[config.mk]
export PLATFORM = sky130hd
export DESIGN_NAME = fifo_queue_with_search
export DESIGN_NICKNAME = d
export VERILOG_FILES = /design/src/sv/fqs_pkg.sv /design/src/sv/fqs_ram.sv /design/src/sv/fqs_cmp_unit.sv /design/src/sv/fifo_queue_with_search.sv
export SDC_FILE = /design/constraint.sdc
export NUM_CORES = 1
export LEC_CHECK = 0
export ABC_CLOCK_PERIOD_IN_PS = 5100
export BUFFER_PORTS_ARGS = -buffer_cell sky130_fd_sc_hd__buf_4
export CORE_MARGIN = 2
export CORE_UTILIZATION = 30
export CTS_CLUSTER_DIAMETER = 50
export CTS_CLUSTER_SIZE = 20
export DETAILED_ROUTE_END_ITERATION = 7
export PLACE_DENSITY = 0.48
export SLEW_MARGIN = 20
export SYNTH_ARGS = -nofsm -noshare
export SYNTH_HDL_FRONTEND = slang
export SYNTH_SLANG_ARGS = --single-unit
export TNS_END_PERCENT = 10
[constraint.sdc]
create_clock -name clk -period 5.1 [get_ports clk]
set_clock_uncertainty 0.2 [all_clocks]
set_input_delay 0.765 -clock clk [delete_from_list [all_inputs] [get_ports clk]]
set_output_delay 0.765 -clock clk [all_outputs]
set_load 0.02 [all_outputs]
[src/sv/fqs_pkg.sv]
// ----------------------------------------------------------------------------
// FIFO queue with search: shared package
// Depth, field widths, command and status codes, and the sequencer states.
// ----------------------------------------------------------------------------
package fqs_pkg;

    localparam int DEPTH   = 8;
    localparam int WORD_W  = 32;
    localparam int OCC_W   = 4;
    localparam int PTR_W   = (DEPTH > 1) ? $clog2(DEPTH) : 1;
    localparam int CNT_W   = $clog2(DEPTH + 1);

    localparam int MIN_START  = 999999;
    localparam int MAX_START  = 0;
    localparam int EMPTY_WORD = 32;

    typedef logic signed [WORD_W-1:0] word_t;
    typedef logic [PTR_W-1:0]         ptr_t;
    typedef logic [CNT_W-1:0]         cnt_t;
    typedef logic [OCC_W-1:0]         occ_t;

    typedef enum logic [1:0] {
        CMD_ENQ    = 2'd0,
        CMD_DEQ    = 2'd1,
        CMD_MINMAX = 2'd2,
        CMD_SEARCH = 2'd3
    } cmd_t;

    typedef enum logic [1:0] {
        ST_OK    = 2'd0,
        ST_FULL  = 2'd1,
        ST_EMPTY = 2'd2
    } status_t;

    typedef enum logic [1:0] {
        S_IDLE,
        S_EXEC,
        S_DEQ_WAIT,
        S_SCAN
    } state_t;

    typedef struct packed {
        logic clear;
        logic step;
    } scan_ctl_t;

    function automatic ptr_t next_ptr(ptr_t p);
        return (p == ptr_t'(DEPTH - 1)) ? '0 : p + ptr_t'(1);
    endfunction

endpackage

[src/sv/fqs_ram.sv]
// ----------------------------------------------------------------------------
// Generic RAM
// One write port and one read port with registered read data.
// ----------------------------------------------------------------------------
module fqs_ram #(
    parameter int WIDTH = 32,
    parameter int DEPTH = 8
) (
    input  logic                                     clk,
    input  logic                                     we,
    input  logic [((DEPTH > 1) ? $clog2(DEPTH) : 1)-1:0] waddr,
    input  logic [WIDTH-1:0]                         wdata,
    input  logic                                     re,
    input  logic [((DEPTH > 1) ? $clog2(DEPTH) : 1)-1:0] raddr,
    output logic [WIDTH-1:0]                         rdata
);

    logic [WIDTH-1:0] mem [DEPTH];

    always_ff @(posedge clk)
    begin
        if (we)
        begin
            mem[waddr] <= wdata;
        end
        if (re)
        begin
            rdata <= mem[raddr];
        end
    end

endmodule

[src/sv/fqs_cmp_unit.sv]
// ----------------------------------------------------------------------------
// FIFO queue with search: scan compare unit
// Folds one stored word per step into the running minimum, maximum and
// match flag.
// ----------------------------------------------------------------------------
module fqs_cmp_unit (
    input  logic              clk,
    input  fqs_pkg::scan_ctl_t ctl,
    input  fqs_pkg::word_t    data,
    input  fqs_pkg::word_t    key,
    output fqs_pkg::word_t    lo,
    output fqs_pkg::word_t    hi,
    output logic              found
);

    fqs_pkg::word_t lo_reg;
    fqs_pkg::word_t hi_reg;
    logic           found_reg;

    always_ff @(posedge clk)
    begin
        if (ctl.clear)
        begin
            lo_reg    <= fqs_pkg::word_t'(fqs_pkg::MIN_START);
            hi_reg    <= fqs_pkg::word_t'(fqs_pkg::MAX_START);
            found_reg <= 1'b0;
        end
        else if (ctl.step)
        begin
            if (data < lo_reg)
            begin
                lo_reg <= data;
            end
            if (data > hi_reg)
            begin
                hi_reg <= data;
            end
            if (data == key)
            begin
                found_reg <= 1'b1;
            end
        end
    end

    assign lo    = lo_reg;
    assign hi    = hi_reg;
    assign found = found_reg;

endmodule

[src/sv/fifo_queue_with_search.sv]
// ----------------------------------------------------------------------------
// FIFO queue with search
// Bounded queue of signed words with enqueue, dequeue, min/max scan and
// value search, run by a small sequencer over one RAM and one compare unit.
// ----------------------------------------------------------------------------
// Channel   Handshake              Payload
// command   start, busy            cmd, value_in
// result    done (one-cycle)       value_out, min_value, max_value, found,
//                                  status, occupancy
//
// A transfer of a command takes place at a clock edge with start high and
// busy low. The result strobe done is registered: enqueue and dequeue from an
// empty queue raise it from the execute state, dequeue from a wait state that
// takes the registered RAM read data, and min/max and search at the end of a
// scan, set by the single RAM read port that delivers one stored word per cycle
// to the compare unit with registered read data.
// Reset is asynchronous and clears the head and tail pointers and the fill count; the
// storage is not cleared. The receiver cannot stall; start is ignored while
// busy is high.
// ----------------------------------------------------------------------------
module fifo_queue_with_search (
    input  logic               clk,
    input  logic               rst_n,
    input  logic               start,
    output logic               busy,
    input  logic [1:0]         cmd,
    input  logic signed [31:0] value_in,
    output logic               done,
    output logic signed [31:0] value_out,
    output logic signed [31:0] min_value,
    output logic signed [31:0] max_value,
    output logic               found,
    output logic [1:0]         status,
    output logic [3:0]         occupancy
);

    fqs_pkg::state_t    state_reg;
    fqs_pkg::state_t    state_next;
    fqs_pkg::cmd_t      cmd_reg;
    fqs_pkg::word_t     word_reg;
    fqs_pkg::ptr_t      head_reg;
    fqs_pkg::ptr_t      tail_reg;
    fqs_pkg::ptr_t      ptr_reg;
    fqs_pkg::cnt_t      fill_reg;
    fqs_pkg::cnt_t      issue_reg;
    logic               rd_valid_reg;

    logic               done_reg;
    fqs_pkg::word_t     value_out_reg;
    fqs_pkg::word_t     min_reg;
    fqs_pkg::word_t     max_reg;
    logic               found_reg;
    fqs_pkg::status_t   status_reg;
    fqs_pkg::cnt_t      occ_reg;

    logic               full;
    logic               empty;
    logic               accept;
    logic               scan_last;
    logic               ram_we;
    logic               ram_re;
    fqs_pkg::ptr_t      ram_raddr;
    fqs_pkg::word_t     ram_rdata;
    fqs_pkg::scan_ctl_t scan_ctl;
    fqs_pkg::word_t     unit_lo;
    fqs_pkg::word_t     unit_hi;
    logic               unit_found;

    assign full      = (fill_reg == fqs_pkg::cnt_t'(fqs_pkg::DEPTH));
    assign empty     = (fill_reg == '0);
    assign accept    = start && (state_reg == fqs_pkg::S_IDLE);
    assign scan_last = (issue_reg == fill_reg) && !rd_valid_reg;

    always_comb
    begin
        state_next = state_reg;
        unique case (state_reg)
            fqs_pkg::S_IDLE:
            begin
                if (start)
                begin
                    state_next = fqs_pkg::S_EXEC;
                end
            end
            fqs_pkg::S_EXEC:
            begin
                unique case (cmd_reg) inside
                    fqs_pkg::CMD_ENQ:
                    begin
                        state_next = fqs_pkg::S_IDLE;
                    end
                    fqs_pkg::CMD_DEQ:
                    begin
                        state_next = empty ? fqs_pkg::S_IDLE : fqs_pkg::S_DEQ_WAIT;
                    end
                    fqs_pkg::CMD_MINMAX, fqs_pkg::CMD_SEARCH:
                    begin
                        state_next = fqs_pkg::S_SCAN;
                    end
                    default:
                    begin
                        state_next = fqs_pkg::S_IDLE;
                    end
                endcase
            end
            fqs_pkg::S_DEQ_WAIT:
            begin
                state_next = fqs_pkg::S_IDLE;
            end
            fqs_pkg::S_SCAN:
            begin
                if (scan_last)
                begin
                    state_next = fqs_pkg::S_IDLE;
                end
            end
            default:
            begin
                state_next = fqs_pkg::S_IDLE;
            end
        endcase
    end

    always_comb
    begin
        busy           = (state_reg != fqs_pkg::S_IDLE);
        ram_we         = 1'b0;
        ram_re         = 1'b0;
        ram_raddr      = ptr_reg;
        scan_ctl.clear = 1'b0;
        scan_ctl.step  = 1'b0;
        unique case (state_reg)
            fqs_pkg::S_IDLE:
            begin
            end
            fqs_pkg::S_EXEC:
            begin
                ram_we         = (cmd_reg == fqs_pkg::CMD_ENQ) && !full;
                ram_re         = (cmd_reg == fqs_pkg::CMD_DEQ) && !empty;
                ram_raddr      = head_reg;
                scan_ctl.clear = 1'b1;
            end
            fqs_pkg::S_DEQ_WAIT:
            begin
            end
            fqs_pkg::S_SCAN:
            begin
                ram_re        = (issue_reg < fill_reg);
                scan_ctl.step = rd_valid_reg;
            end
            default:
            begin
            end
        endcase
    end

    always_ff @(posedge clk or negedge rst_n)
    begin
        if (!rst_n)
        begin
            state_reg    <= fqs_pkg::S_IDLE;
            head_reg     <= '0;
            tail_reg     <= '0;
            fill_reg     <= '0;
            issue_reg    <= '0;
            rd_valid_reg <= 1'b0;
            done_reg     <= 1'b0;
        end
        else
        begin
            state_reg    <= state_next;
            rd_valid_reg <= (state_reg == fqs_pkg::S_SCAN) && ram_re;
            done_reg     <= 1'b0;
            if (state_reg == fqs_pkg::S_EXEC)
            begin
                issue_reg <= '0;
                if (cmd_reg == fqs_pkg::CMD_ENQ)
                begin
                    done_reg <= 1'b1;
                    if (!full)
                    begin
                        tail_reg <= fqs_pkg::next_ptr(tail_reg);
                        fill_reg <= fill_reg + fqs_pkg::cnt_t'(1);
                    end
                end
                else if (cmd_reg == fqs_pkg::CMD_DEQ && empty)
                begin
                    done_reg <= 1'b1;
                end
            end
            if (state_reg == fqs_pkg::S_DEQ_WAIT)
            begin
                done_reg <= 1'b1;
                head_reg <= fqs_pkg::next_ptr(head_reg);
                fill_reg <= fill_reg - fqs_pkg::cnt_t'(1);
            end
            if (state_reg == fqs_pkg::S_SCAN)
            begin
                if (ram_re)
                begin
                    issue_reg <= issue_reg + fqs_pkg::cnt_t'(1);
                end
                if (scan_last)
                begin
                    done_reg <= 1'b1;
                end
            end
        end
    end

    always_ff @(posedge clk)
    begin
        if (accept)
        begin
            cmd_reg  <= fqs_pkg::cmd_t'(cmd);
            word_reg <= value_in;
        end
        if (state_reg == fqs_pkg::S_EXEC)
        begin
            ptr_reg <= head_reg;
        end
        else if (state_reg == fqs_pkg::S_SCAN && ram_re)
        begin
            ptr_reg <= fqs_pkg::next_ptr(ptr_reg);
        end

        if (state_reg == fqs_pkg::S_EXEC && cmd_reg == fqs_pkg::CMD_ENQ)
        begin
            value_out_reg <= '0;
            min_reg       <= '0;
            max_reg       <= '0;
            found_reg     <= 1'b0;
            status_reg    <= full ? fqs_pkg::ST_FULL : fqs_pkg::ST_OK;
            occ_reg       <= full ? fill_reg : fill_reg + fqs_pkg::cnt_t'(1);
        end
        else if (state_reg == fqs_pkg::S_EXEC && cmd_reg == fqs_pkg::CMD_DEQ && empty)
        begin
            value_out_reg <= fqs_pkg::word_t'(fqs_pkg::EMPTY_WORD);
            min_reg       <= '0;
            max_reg       <= '0;
            found_reg     <= 1'b0;
            status_reg    <= fqs_pkg::ST_EMPTY;
            occ_reg       <= fill_reg;
        end
        else if (state_reg == fqs_pkg::S_DEQ_WAIT)
        begin
            value_out_reg <= ram_rdata;
            min_reg       <= '0;
            max_reg       <= '0;
            found_reg     <= 1'b0;
            status_reg    <= fqs_pkg::ST_OK;
            occ_reg       <= fill_reg - fqs_pkg::cnt_t'(1);
        end
        else if (state_reg == fqs_pkg::S_SCAN && scan_last)
        begin
            value_out_reg <= '0;
            status_reg    <= fqs_pkg::ST_OK;
            occ_reg       <= fill_reg;
            if (cmd_reg == fqs_pkg::CMD_MINMAX)
            begin
                min_reg   <= unit_lo;
                max_reg   <= unit_hi;
                found_reg <= 1'b0;
            end
            else
            begin
                min_reg   <= '0;
                max_reg   <= '0;
                found_reg <= unit_found;
            end
        end
    end

    fqs_ram #(
        .WIDTH (fqs_pkg::WORD_W),
        .DEPTH (fqs_pkg::DEPTH)
    ) u_ram (
        .clk   (clk),
        .we    (ram_we),
        .waddr (tail_reg),
        .wdata (word_reg),
        .re    (ram_re),
        .raddr (ram_raddr),
        .rdata (ram_rdata)
    );

    fqs_cmp_unit u_cmp (
        .clk   (clk),
        .ctl   (scan_ctl),
        .data  (ram_rdata),
        .key   (word_reg),
        .lo    (unit_lo),
        .hi    (unit_hi),
        .found (unit_found)
    );

    assign done      = done_reg;
    assign value_out = value_out_reg;
    assign min_value = min_reg;
    assign max_value = max_reg;
    assign found     = found_reg;
    assign status    = status_reg;
    assign occupancy = fqs_pkg::occ_t'(occ_reg);

endmodule

**Yosys cells after proc, flatten, opt, wreduce, memory -nomap -nowiden**

Memory sizes are Yosys's and may differ from the RTL's. A register that Yosys moved wholly into a read port is not among the register bits.
Cells that the tools add are included.

- $add $sub $neg: 6
- $lt $le $gt $ge: 3
- Eq/ne operators: 14
- Multiplexer cells: 45
- Bitwise operators: 1
- Reduce and logical (&&, ||, !) cells: 32

Operators by type and width:

| operator | number |
|---|---|
| 32-bit two-way mux | 4 |
| 4-bit two-way mux | 11 |
| 32-bit equality test | 1 |
| 32-bit > comparator | 1 |
| 32-bit less-than comparator | 1 |
| 3-bit two-way mux | 6 |
| 2-bit two-way mux | 7 |
| 1-bit two-way mux | 13 |
| 1-bit logical AND | 10 |
| 2-bit AND reduction | 5 |
| 2-bit nonzero test | 5 |
| 3-bit by 1-bit adder with 3-bit output (second input constant) | 3 |
| 3-bit equality test (second input constant) | 3 |
| 4-bit by 1-bit adder with 4-bit output (second input constant) | 2 |
| 2-bit equality test (second input constant) | 4 |
| 2-bit case mux with 4 select lines | 1 |
| 6-bit two-way mux | 1 |
| 2-bit by 1-bit equality test with 1-bit output (second input constant) | 2 |
| 4-bit equality test | 1 |
| 4-bit equality test (second input constant) | 1 |
| 2-bit zero test | 2 |
| 4-bit zero test | 1 |
| 4-bit less-than comparator | 1 |
| 2-bit inequality test (second input constant) | 2 |
| other kinds (10) | 13 |

- Register bits: 223
- RAM bits: 256
- Bits of input ports: 37
- Output and inout port bits: 105
- Memories kept: 1

Memories:

| memory | words | width | rd ports | clocked after memory_dff | wr ports | line | RTL |
|---|---|---|---|---|---|---|---|
| u_ram.mem | 8 | 32 | 1 | 1 | 1 | fqs_ram.sv:18 | `logic [WIDTH-1:0] mem [DEPTH];` |

**Longest topological paths before layout**

Gate-level depths: netlist (run 1).

- Depth after elaboration: 8
- Gate-level depth with buffers: 11

**Cells and area by module**

A second synthesis (run 1) with hierarchy kept.

- Cell total of the unflattened synthesis: 1360
- Area, all modules: 21162.8 sq um

By module, submodules not included:

| module | instances | cells an instance | area an instance (sq um) | seq. area each (sq um) |
|---|---|---|---|---|
| fqs_ram | 1 | 415 | 10786.6 | 8648.3 |
| fifo_queue_with_search | 1 | 422 | 5624.1 | 3683.5 |
| fqs_cmp_unit | 1 | 523 | 4752.1 | 1301.2 |

**Worst setup path before layout (run 1)**

OpenSTA, ideal clock, no wires.

- Kind: register to register
- From: register state_reg[1]
- To: memory u_ram.mem[0][0] (enable)
- Setup time: 461 ps
- Arrival time: 3992 ps
- Required time: 4439 ps
- Setup slack: 447 ps
- Stages on the path, launching flop included: 9
- Buffers on the path: 1
- Clock period less this slack: 4653 ps
- Path through: dfrtp_1 > inv_1 > ha_1 > clkbuf_1 > nand2b_1 > nor2_1 > o21ai_1 > or2_2 > nor3_1

- Word-level cells in the longest chain between the ends: 4

RTL lines:

| element | line | RTL |
|---|---|---|
| start: declaration | fifo_queue_with_search.sv:37 | `fqs_pkg::state_t state_reg;` |
| start signal: assignment | fifo_queue_with_search.sv:161 | `state_reg <= fqs_pkg::S_IDLE;` |
| start signal: assignment | fifo_queue_with_search.sv:171 | `state_reg <= state_next;` |
| 2-bit by 1-bit equality test with 1-bit output | fifo_queue_with_search.sv:132 | `unique case (state_reg)` |
| 1-bit two-way mux | fifo_queue_with_search.sv:132 |  |
| 1-bit two-way mux | fqs_ram.sv:22 | `if (we)` |
| 1-bit two-way mux (implied by the code) | fqs_ram.sv:24 | `mem[waddr] <= wdata;` |
| end: declaration | fqs_ram.sv:18 |  |

Every way passes these cells.

**Worst setup path in the final report (run 1)**

- From: register u_ram.rdata[26] (read register of u_ram.mem)
- To: register u_cmp.hi_reg[11], in the netlist u_cmp.hi[11]

- Word-level cells in the longest chain between the ends: 2

RTL lines:

| element | line | RTL |
|---|---|---|
| start: declaration | fqs_ram.sv:15 | `output logic [WIDTH-1:0] rdata` |
| 32-bit > comparator | fqs_cmp_unit.sv:34 | `if (data > hi_reg)` |
| 2-bit AND reduction (no source line) | - |  |
| end signal: assignment | fqs_cmp_unit.sv:25 | `hi_reg <= fqs_pkg::word_t'(fqs_pkg::MAX_START);` |
| end signal: assignment | fqs_cmp_unit.sv:36 | `hi_reg <= data;` |
| end: declaration | fqs_cmp_unit.sv:17 | `fqs_pkg::word_t hi_reg;` |

Every way passes these cells.
A chain may end at the register's enable or synchronous reset.

==> results of run 1 <==
routing by layer:
layer | up-vias | share of wire, % | global-route usage [%]
met3 | 63 | 4.2 | 2.62
met4 | 0 | 1.6 | 4.39
met2 | 278 | 48 | 24.8
met1 | 6136 | 46 | 20.7
li1 | 5722 | - | -
met5 | - | 0 | 0
area by class of cell:
type,instances,share of cell area (%)
Tap cell,882,4.40
Clock inverter,42,1.73
Sequential cell,511,54.3
Timing Repair Buffer,169,5.20
Multi-Input combinational cell,765,25.9
Antenna cell,1,0.00997
Clock buffer,78,7.27
Inverter,81,1.21
Yosys cell counts (3+ instances only):
master     instances  area [sq um]
edfxtp_1         331          9940
dfxtp_1          162          3240
nand2_1           94           353
a21oi_1           91           455
ha_1              80          1000
inv_1             77           289
nand3_1           71           355
mux4_2            64          1440
nor2_1            59           221
a22o_1            53           464
clkbuf_1          53           199
mux2i_1           37           370
mux2_2            35           394
xor2_1            29           254
dfrtp_1           18           450
nand4_1           15          93.8
o21ai_0           14          70.1
a21o_1            12          90.1
a2bb2oi_1         11          96.3
nand2b_1          10          62.6
buf_2              9          45.0
nor2b_1            9          56.3
o21ai_1            9          45.0
xnor2_1            8          70.1
nor4_1             7          43.8
nor3_1             6          30.0
buf_1              5          18.8
o21a_1             5          37.5
a211oi_1           4          30.0
inv_2              4          15.0
nand3b_1           4          30.0
and3_1             3          18.8
buf_6              3          33.8
o31ai_1            3          22.5
power by group through the flow:
stage	logic (W)	clock network, W	registers (W)
2_1_floorplan	0.00297	0	0.00587
3_3_place_gp	0.00458	0	0.00604
3_5_place_dp	0.00463	0	0.00605
4_1_cts	0.00465	0.00486	0.00597
5_1_grt	0.00498	0.00503	0.00604
6_report	0.00455	0.00472	0.00596
cell families (layout without fill, tap and decap cells):
family                     after synthesis  count (layout)  synth area share (%)
muxes                                  137             137                  10.8
xor gates and xnor gates                37              37                  1.57
DFF                                    511             511                  66.1
other                                    0               1                     0
AOI/OAI and AO/OA                      222             222                  7.15
and+or+nand+nor                        289             289                  6.60
adders and majority gates               80              80                  4.86
buffers and inverters                  151             370                  2.91
path summary, 6_finish.rpt:
| kind | startpoint | end | cells past startpoint |
|---|---|---|---|
| max | u_ram.rdata[26]$_DFFE_PP_ | u_cmp.hi[11]$_SDFFE_PP0P_ | 10 |
| min | cmd[0] | cmd_reg[0]$_DFFE_PP_ | 1 |
| max reg2reg | u_ram.rdata[26]$_DFFE_PP_ | u_cmp.hi[11]$_SDFFE_PP0P_ | 10 |
| min reg2reg | max_value[23]$_SDFFE_PP0P_ | max_value[23]$_SDFFE_PP0P_ | 2 |
| max in group asynchronous | rst_n | head_reg[0]$_DFFE_PN0P_ | 2 |
| min in group asynchronous | rst_n | done$_DFF_PN0_ | 2 |
through the flow:
step / setup WS (ns) / hold WS [ns] / area [sq um]
global placement: 1.45 / 0.243 / 22800
finish: 1.35 / 0.149 / 25100
CTS: 1.35 / 0.105 / 25100
global route: 1.16 / 0.117 / 25100
detailed placement: 1.35 / 0.245 / 22800
floorplan: 0.447 / 0.241 / 20600
what timing repair did:
action,CTS,global route
hold endpoints to repair,18,0
endpoints found under the setup margin,0,0
hold buffers,1,0
worst max-delay path, stage by stage (launching register included):
cell and delay, ns:
edfxtp_1 0.54, ha_1 0.36, nand4_1 0.14, or4_4 0.59
nor4_4 0.31, o31ai_1 0.11, nand3b_1 0.16, mux2i_4 0.50
buf_4 0.40, mux2i_1 0.24, nor2_1 0.05
==> results_dict.tcl, run 1 <==
set metrics [dict create \
    worstPathRequired_ns 5.36 \
    htree_num_levels 3 \
    final_cell_mix "edfxtp_1, buf_4, dfxtp_1" \
    clock_latency_ns 0.59 \
    worst-path-max-fanout 17 \
    cts_tree "yes" \
    max-vdd-ir-drop_mv 0.432 \
    ys_types 59 \
    worstSetupPathType "flip-flop to flip-flop" \
    cts_made_buffers 66 \
    pwr-share-comb_pct 29.9 \
    clockRootBuffer "clkbuf_16" \
    worst_pin_slew_ns 1.09 \
    grt_pass1_vias 12400 \
    yosysSeqAreaShare_pct 66.1 \
    cts_buffer_depth 3 \
    start_kind "flip-flop" \
    power.internal_w 0.0101 \
    vias 12200 \
    routed_via_density 4.82 \
    gp_congestion 0.819 \
    fp.dieH_um 266 \
    clkSinkCount 511 \
    fin_nets 1711 \
    min_period_ns 3.75 \
    async_reset_ff_share_pct 3.52 \
    synth-seq-cells 511 \
    seq_area_sq_um 13600 \
    cts_resized 0 \
    detail-route-antenna-nets 0 \
    drv.max_cap_violation_count 0 \
    largest_register_ffs 256 \
    die_w_um 266 \
    swShare_pct 33.8 \
    outcome "finished clean" \
    core_sq_um 68300 \
    syn_area_sq_um 20600 \
    power.leakage_nw 9.01 \
    grt_max_degree 67 \
    postCtsSetupBuffers 0 \
    dp_hpwl_um 35000 \
    cts.clk_slew.worst_paths_ns 0.06 \
    wirelength_um 53400 \
    power.density_nw_per_um2 607 \
    fin_crit_sh_pct 73.5 \
    hold_class "input port to flip-flop" \
    syn_inst 1427 \
    grt_first_pass_wirelength_um 80300 \
    cp.arrival_ns 4.01 \
    gr-usage-all-layers_pct 15.2 \
    drv_slew 0 \
    setup_violations 0 \
    multi_input_area_sq_um 6490 \
    power.switching_w 0.00514 \
    synth_nets 1544 \
    start_util_pct 30.2 \
    placedCellCount 2406 \
    antenna_found_initial 0 \
    layout_commonest_cell "edfxtp_1" \
    rsz0062_at_grt "false" \
    synth_edf_count 331 \
    timing.setup.tns_ns 0 \
    synthFlopType "edfxtp_1" \
    cp-end-kind "flip-flop" \
    io_buffers 141 \
    io_pins 142 \
    rrSetupSlack_ns 1.35 \
    largest_register "u_ram.mem" \
    drt-initial-drc-count 884 \
    relSlewSlack_pct 27.4 \
    utilization_pct 36.7 \
    final_cell_count_no_fill 2529 \
    grt_overflow 0 \
    dieArea_sq_um 70800 \
    drt_first_pass_iters 5 \
    syn_area_per_cell_sq_um 14.4 \
    nFillCells 6516 \
    yosysWarnings 0 \
    synthToLayoutAreaGrowth_pct 21.7 \
    wl_per_cell_um 21.1 \
    placementRows 96 \
    max_freq_mhz 267 \
    seq_power_share_pct 39.1 \
    clkPwrFrac_pct 31.0 \
    finalHoldViolCount 0 \
    layout-drive-gt1-share_pct 24.8 \
    drc 0 \
    power.total_w 0.0152 \
]
No activity file was read; power rests on OpenSTA's default activity.
==> run 2: changes to the inputs <==
Settings changed: ABC_CLOCK_PERIOD_IN_PS 5100 to 3150, PLACE_DENSITY 0.48 to 0.5.
Clock period 5.1 ns to 3.15 ns, I/O delays scaled along.
==> results_dict.tcl, run 2 (synthesis results as in run 1) <==
set metrics [dict create \
    worstPathRequired_ns 3.44 \
    largest_register_ffs 256 \
    drv.max_cap_violation_count 0 \
    wirelength_um 53400 \
    relSlewSlack_pct 51.5 \
    antenna_found_initial 0 \
    utilization_pct 38.1 \
    max-vdd-ir-drop_mv 0.455 \
    setup_slack_ns 0.0841 \
    power.total_w 0.0251 \
    cts_made_buffers 60 \
    cts_buffer_depth 3 \
    detail-route-antenna-nets 0 \
    min_period_ns 3.07 \
    gp_congestion 0.799 \
    dieArea_sq_um 70800 \
    wl_per_cell_um 20.5 \
    cp.arrival_ns 3.36 \
    fin_nets 1795 \
    start_util_pct 30.2 \
    placedCellCount 2459 \
    grt_first_pass_wirelength_um 81100 \
    largest_register "u_ram.mem" \
    layout-drive-gt1-share_pct 26.7 \
    drt_first_pass_iters 5 \
    finalHoldViolCount 0 \
    dp_hpwl_um 35600 \
    routed_via_density 4.83 \
    core_sq_um 68300 \
    max_freq_mhz 326 \
    start_kind "flip-flop" \
    hold_class "input port to asynchronous set/reset pin" \
    final_cell_mix "edfxtp_1, buf_4, dfxtp_1" \
    drt-initial-drc-count 799 \
    outcome "finished clean" \
    drv_slew 0 \
    io_buffers 141 \
    htree_num_levels 2 \
    fin_crit_sh_pct 97.3 \
    drc 0 \
    worst_pin_slew_ns 0.727 \
    power.density_nw_per_um2 964 \
    cp-end-kind "flip-flop" \
    placementRows 96 \
    synthToLayoutAreaGrowth_pct 26.2 \
    vias 12600 \
    n_antenna_cell 0 \
    pre_cts_slack_ns -0.0228 \
    grt_overflow 0 \
    io_pins 142 \
    clkSinkCount 511 \
    worstSetupPathType "flip-flop to flip-flop" \
    layout_commonest_cell "edfxtp_1" \
    rsz0062_at_grt "true" \
    power.leakage_nw 9.45 \
    timing.setup.tns_ns 0 \
    grt_max_degree 66 \
    nFillCells 6430 \
    grt_pass1_vias 13000 \
    setup_violations 0 \
    cts.clk_slew.worst_paths_ns 0.06 \
    worst-path-max-fanout 8 \
    clock_latency_ns 0.64 \
    cts_tree "yes" \
    gr-usage-all-layers_pct 15.2 \
    final_cell_count_no_fill 2611 \
    die_w_um 266 \
    fp.dieH_um 266 \
    clockRootBuffer "clkbuf_16" \
]
-- run 2: layout make-up --
cell class / count / area (sq um) / share of cell area (%)
well taps: 882 / 1100 / 4.24
clock buffers: 62 / 1540 / 5.92
multi-input cells: 765 / 6490 / 25.0
repair buffers: 259 / 2370 / 9.12
clock inverters: 51 / 559 / 2.15
flip-flops and latches: 511 / 13600 / 52.4
inverters: 81 / 304 / 1.17
-- run 2: through the flow --
stage / hold WS, ns / instance area, sq um
3_5_place_dp: 0.186 / 23500
3_3_place_gp: 0.181 / 23500
2_1_floorplan: -0.0231 / 20600
4_1_cts: 0.0358 / 26000
5_1_grt: 0.0860 / 26000
6_report: 0.0684 / 26000
-- run 2: power breakdown --
| part | leakage [nW] | internal (W) | total [W] | switching (W) |
|---|---|---|---|---|
| clock network | 1.03 | 0.00395 | 0.00721 | 0.00326 |
| logic | 3.87 | 0.00398 | 0.00864 | 0.00466 |
| registers | 4.54 | 0.00839 | 0.00921 | 0.000823 |
| total | 9.45 | 0.0163 | 0.0251 | 0.00874 |
-- run 2: critical path, cell delays in order, from the launching register on --
cell and delay (ns):
edfxtp_1 0.41, ha_1 0.32, nand4_1 0.13, or4_4 0.59, nor4_4 0.16, o31ai_1 0.12
nand3b_1 0.15, mux2i_4 0.33, buf_6 0.15, buf_16 0.13, mux2i_1 0.18, nor2_1 0.05
-- run 2: what timing repair did --
item                       4_1_cts  5_1_grt
gates resized for setup          2        2
hold endpoints to repair        52        0
buffers inserted                 2        1
pin swaps                        2        0
setup endpoints to repair       32       29
hold buffers                    35        0
cloned                           1        0
-- run 2: final timing paths --
path	start	endpoint	slack [ns]	depth (start not counted)
max	u_ram.rdata[31]$_DFFE_PP_	u_cmp.hi[24]$_SDFFE_PP0P_	0.08	11
min	rst_n	fill_reg[0]$_DFFE_PN0P_	0.07	2
max reg2reg	u_ram.rdata[31]$_DFFE_PP_	u_cmp.hi[24]$_SDFFE_PP0P_	0.08	11
min reg2reg	max_value[18]$_SDFFE_PP0P_	max_value[18]$_SDFFE_PP0P_	0.25	2
max in group asynchronous	rst_n	done$_DFF_PN0_	2.44	2
min in group clk	start	state_reg[1]$_DFFE_PN0P_	0.07	4
-- run 2: per-layer routing --
metal | global-route usage [%] | share of wire (%) | wire length [um] | up-vias
li1 | - | - | - | 5903
met1 | 20.9 | 47 | 25000 | 6359
met2 | 25.0 | 47 | 25000 | 268
met3 | 2.32 | 4.3 | 2280 | 78
met4 | 4.33 | 2.1 | 1130 | 0
met5 | 0 | 0 | 0 | -
==> run 3: changes to the inputs <==
Settings changed: SETUP_SLACK_MARGIN set to 0.4.
==> results_dict.tcl, run 3 (synthesis results as in run 1) <==
set metrics [dict create \
    detail-route-antenna-nets 0 \
    finalHoldViolCount 0 \
    worst-path-max-fanout 8 \
    largest_register_ffs 256 \
    n_antenna_cell 0 \
    rsz0062_at_grt "true" \
    grt_pass1_vias 12800 \
    die_w_um 266 \
    dp_hpwl_um 35800 \
    cp.arrival_ns 3.39 \
    relSlewSlack_pct 57.0 \
    min_period_ns 3.08 \
    dieArea_sq_um 70800 \
    placementRows 96 \
    grt_first_pass_wirelength_um 80600 \
    m1WireLength_um 25200 \
    drt-initial-drc-count 913 \
    wirelength_um 53100 \
    vias 12500 \
    outcome "finished clean" \
    routed_via_density 4.80 \
    fin_nets 1792 \
    wl_per_cell_um 20.4 \
    final_design_area_no_fill_sq_um 26300 \
    clkSinkCount 511 \
    htree_num_levels 2 \
    antenna_found_initial 2 \
    start_util_pct 30.2 \
    worstSetupPathType "flip-flop to flip-flop" \
    worst_pin_slew_ns 0.645 \
    clock_latency_ns 0.63 \
    cts.clk_slew.worst_paths_ns 0.07 \
    clockRootBuffer "clkbuf_16" \
    drv_slew 0 \
    drv.max_cap_violation_count 0 \
    max-vdd-ir-drop_mv 0.458 \
    routed-wl-met2_um 24400 \
    placed_area_sq_um 23500 \
    gr-usage-all-layers_pct 15.1 \
    cts_buffer_depth 3 \
    max_freq_mhz 324 \
    grt_overflow 0 \
    layout-drive-gt1-share_pct 28.0 \
    fin_crit_sh_pct 97.9 \
    gp_congestion 0.797 \
    drt_first_pass_iters 5 \
    top_layer "met4" \
    power.leakage_nw 9.59 \
    synthToLayoutAreaGrowth_pct 27.6 \
    worstPathRequired_ns 3.45 \
    nFillCells 6427 \
    core_sq_um 68300 \
    drc 0 \
    pre_cts_slack_ns 0.00367 \
    setup_violations 0 \
    cts_tree "yes" \
    power.density_nw_per_um2 965 \
    fp.dieH_um 266 \
    setup_slack_ns 0.0654 \
    grt_max_degree 66 \
    final_cell_mix "edfxtp_1, buf_4, dfxtp_1" \
    cp-end-kind "flip-flop" \
    wl_met3_um 2340 \
    io_buffers 141 \
    start_kind "flip-flop" \
    layout_commonest_cell "edfxtp_1" \
    hold_class "input port to asynchronous set/reset pin" \
    holdWs_ns 0.0755 \
    io_pins 142 \
    cts_made_buffers 57 \
    largest_register "u_ram.mem" \
]
-- run 3: stage by stage --
stage	total power, W	cells	setup TNS (ns)	utilization, %
2_1_floorplan	0.0144	1427	0	-
3_5_place_dp	0.0180	2456	0	34.4
6_report	0.0254	2605	0	38.5
3_3_place_gp	0.0179	2456	0	34.4
5_1_grt	0.0267	2605	-0.302	38.5
4_1_cts	0.0252	2605	0	38.0
-- run 3: routing by layer --
layer / track usage (%) / vias up
li1: - / 5881
met3: 2.00 / 75
met1: 21.6 / 6269
met5: 0 / -
met2: 23.7 / 268
met4: 4.56 / 0
-- run 3: critical path, stage by stage, from the launching register on --
cell and delay [ns]:
edfxtp_1 0.40, ha_1 0.31, nand4_1 0.15, or4_4 0.58
buf_6 0.14, a211oi_2 0.14, nand3b_1 0.19, mux2i_4 0.30
buf_6 0.16, buf_12 0.14, mux2i_2 0.20, nor2_1 0.05
-- run 3: final cells by class --
cell class              count  area (sq um)  area share, %
multi-input cells         765          6820           25.9
inverters                  81           304           1.16
clock inverters            44           541           2.05
well taps                 882          1100           4.19
repair buffers            259          2400           9.12
flip-flops and latches    511         13600           51.8
clock buffers              63          1510           5.74
-- run 3: where the power goes --
group,internal [W],leakage (nW),switching [W]
Clock,0.00392,0.990,0.00317
Combinational,0.00432,4.05,0.00479
Sequential,0.00839,4.54,0.000811
-- run 3: what timing repair did --
| item | in CTS | in global routing |
|---|---|---|
| endpoints found under the setup margin | 133 | 308 |
| hold buffers | 35 | 0 |
| resized for setup | 6 | 72 |
| hold endpoints to repair | 52 | 0 |
| pin swaps | 6 | 30 |
| cloned | 2 | 0 |
| setup buffers | 5 | 0 |
-- run 3: worst paths after layout --
kind                                             from                    endpoint  slack (ns)  depth (start not counted)
setup / recovery            u_ram.rdata[27]$_DFFE_PP_   u_cmp.hi[26]$_SDFFE_PP0P_        0.07                         11
hold / removal                                  rst_n      issue_reg[3]$_DFF_PN0_        0.08                          2
setup reg to reg            u_ram.rdata[27]$_DFFE_PP_   u_cmp.hi[26]$_SDFFE_PP0P_        0.07                         11
hold reg to reg            min_value[19]$_SDFFE_PP0P_  min_value[19]$_SDFFE_PP0P_        0.25                          2
max in group asynchronous                       rst_n     tail_reg[0]$_DFFE_PN0P_        2.46                          2
min in group clk                                start    state_reg[1]$_DFFE_PN0P_        0.08                          4
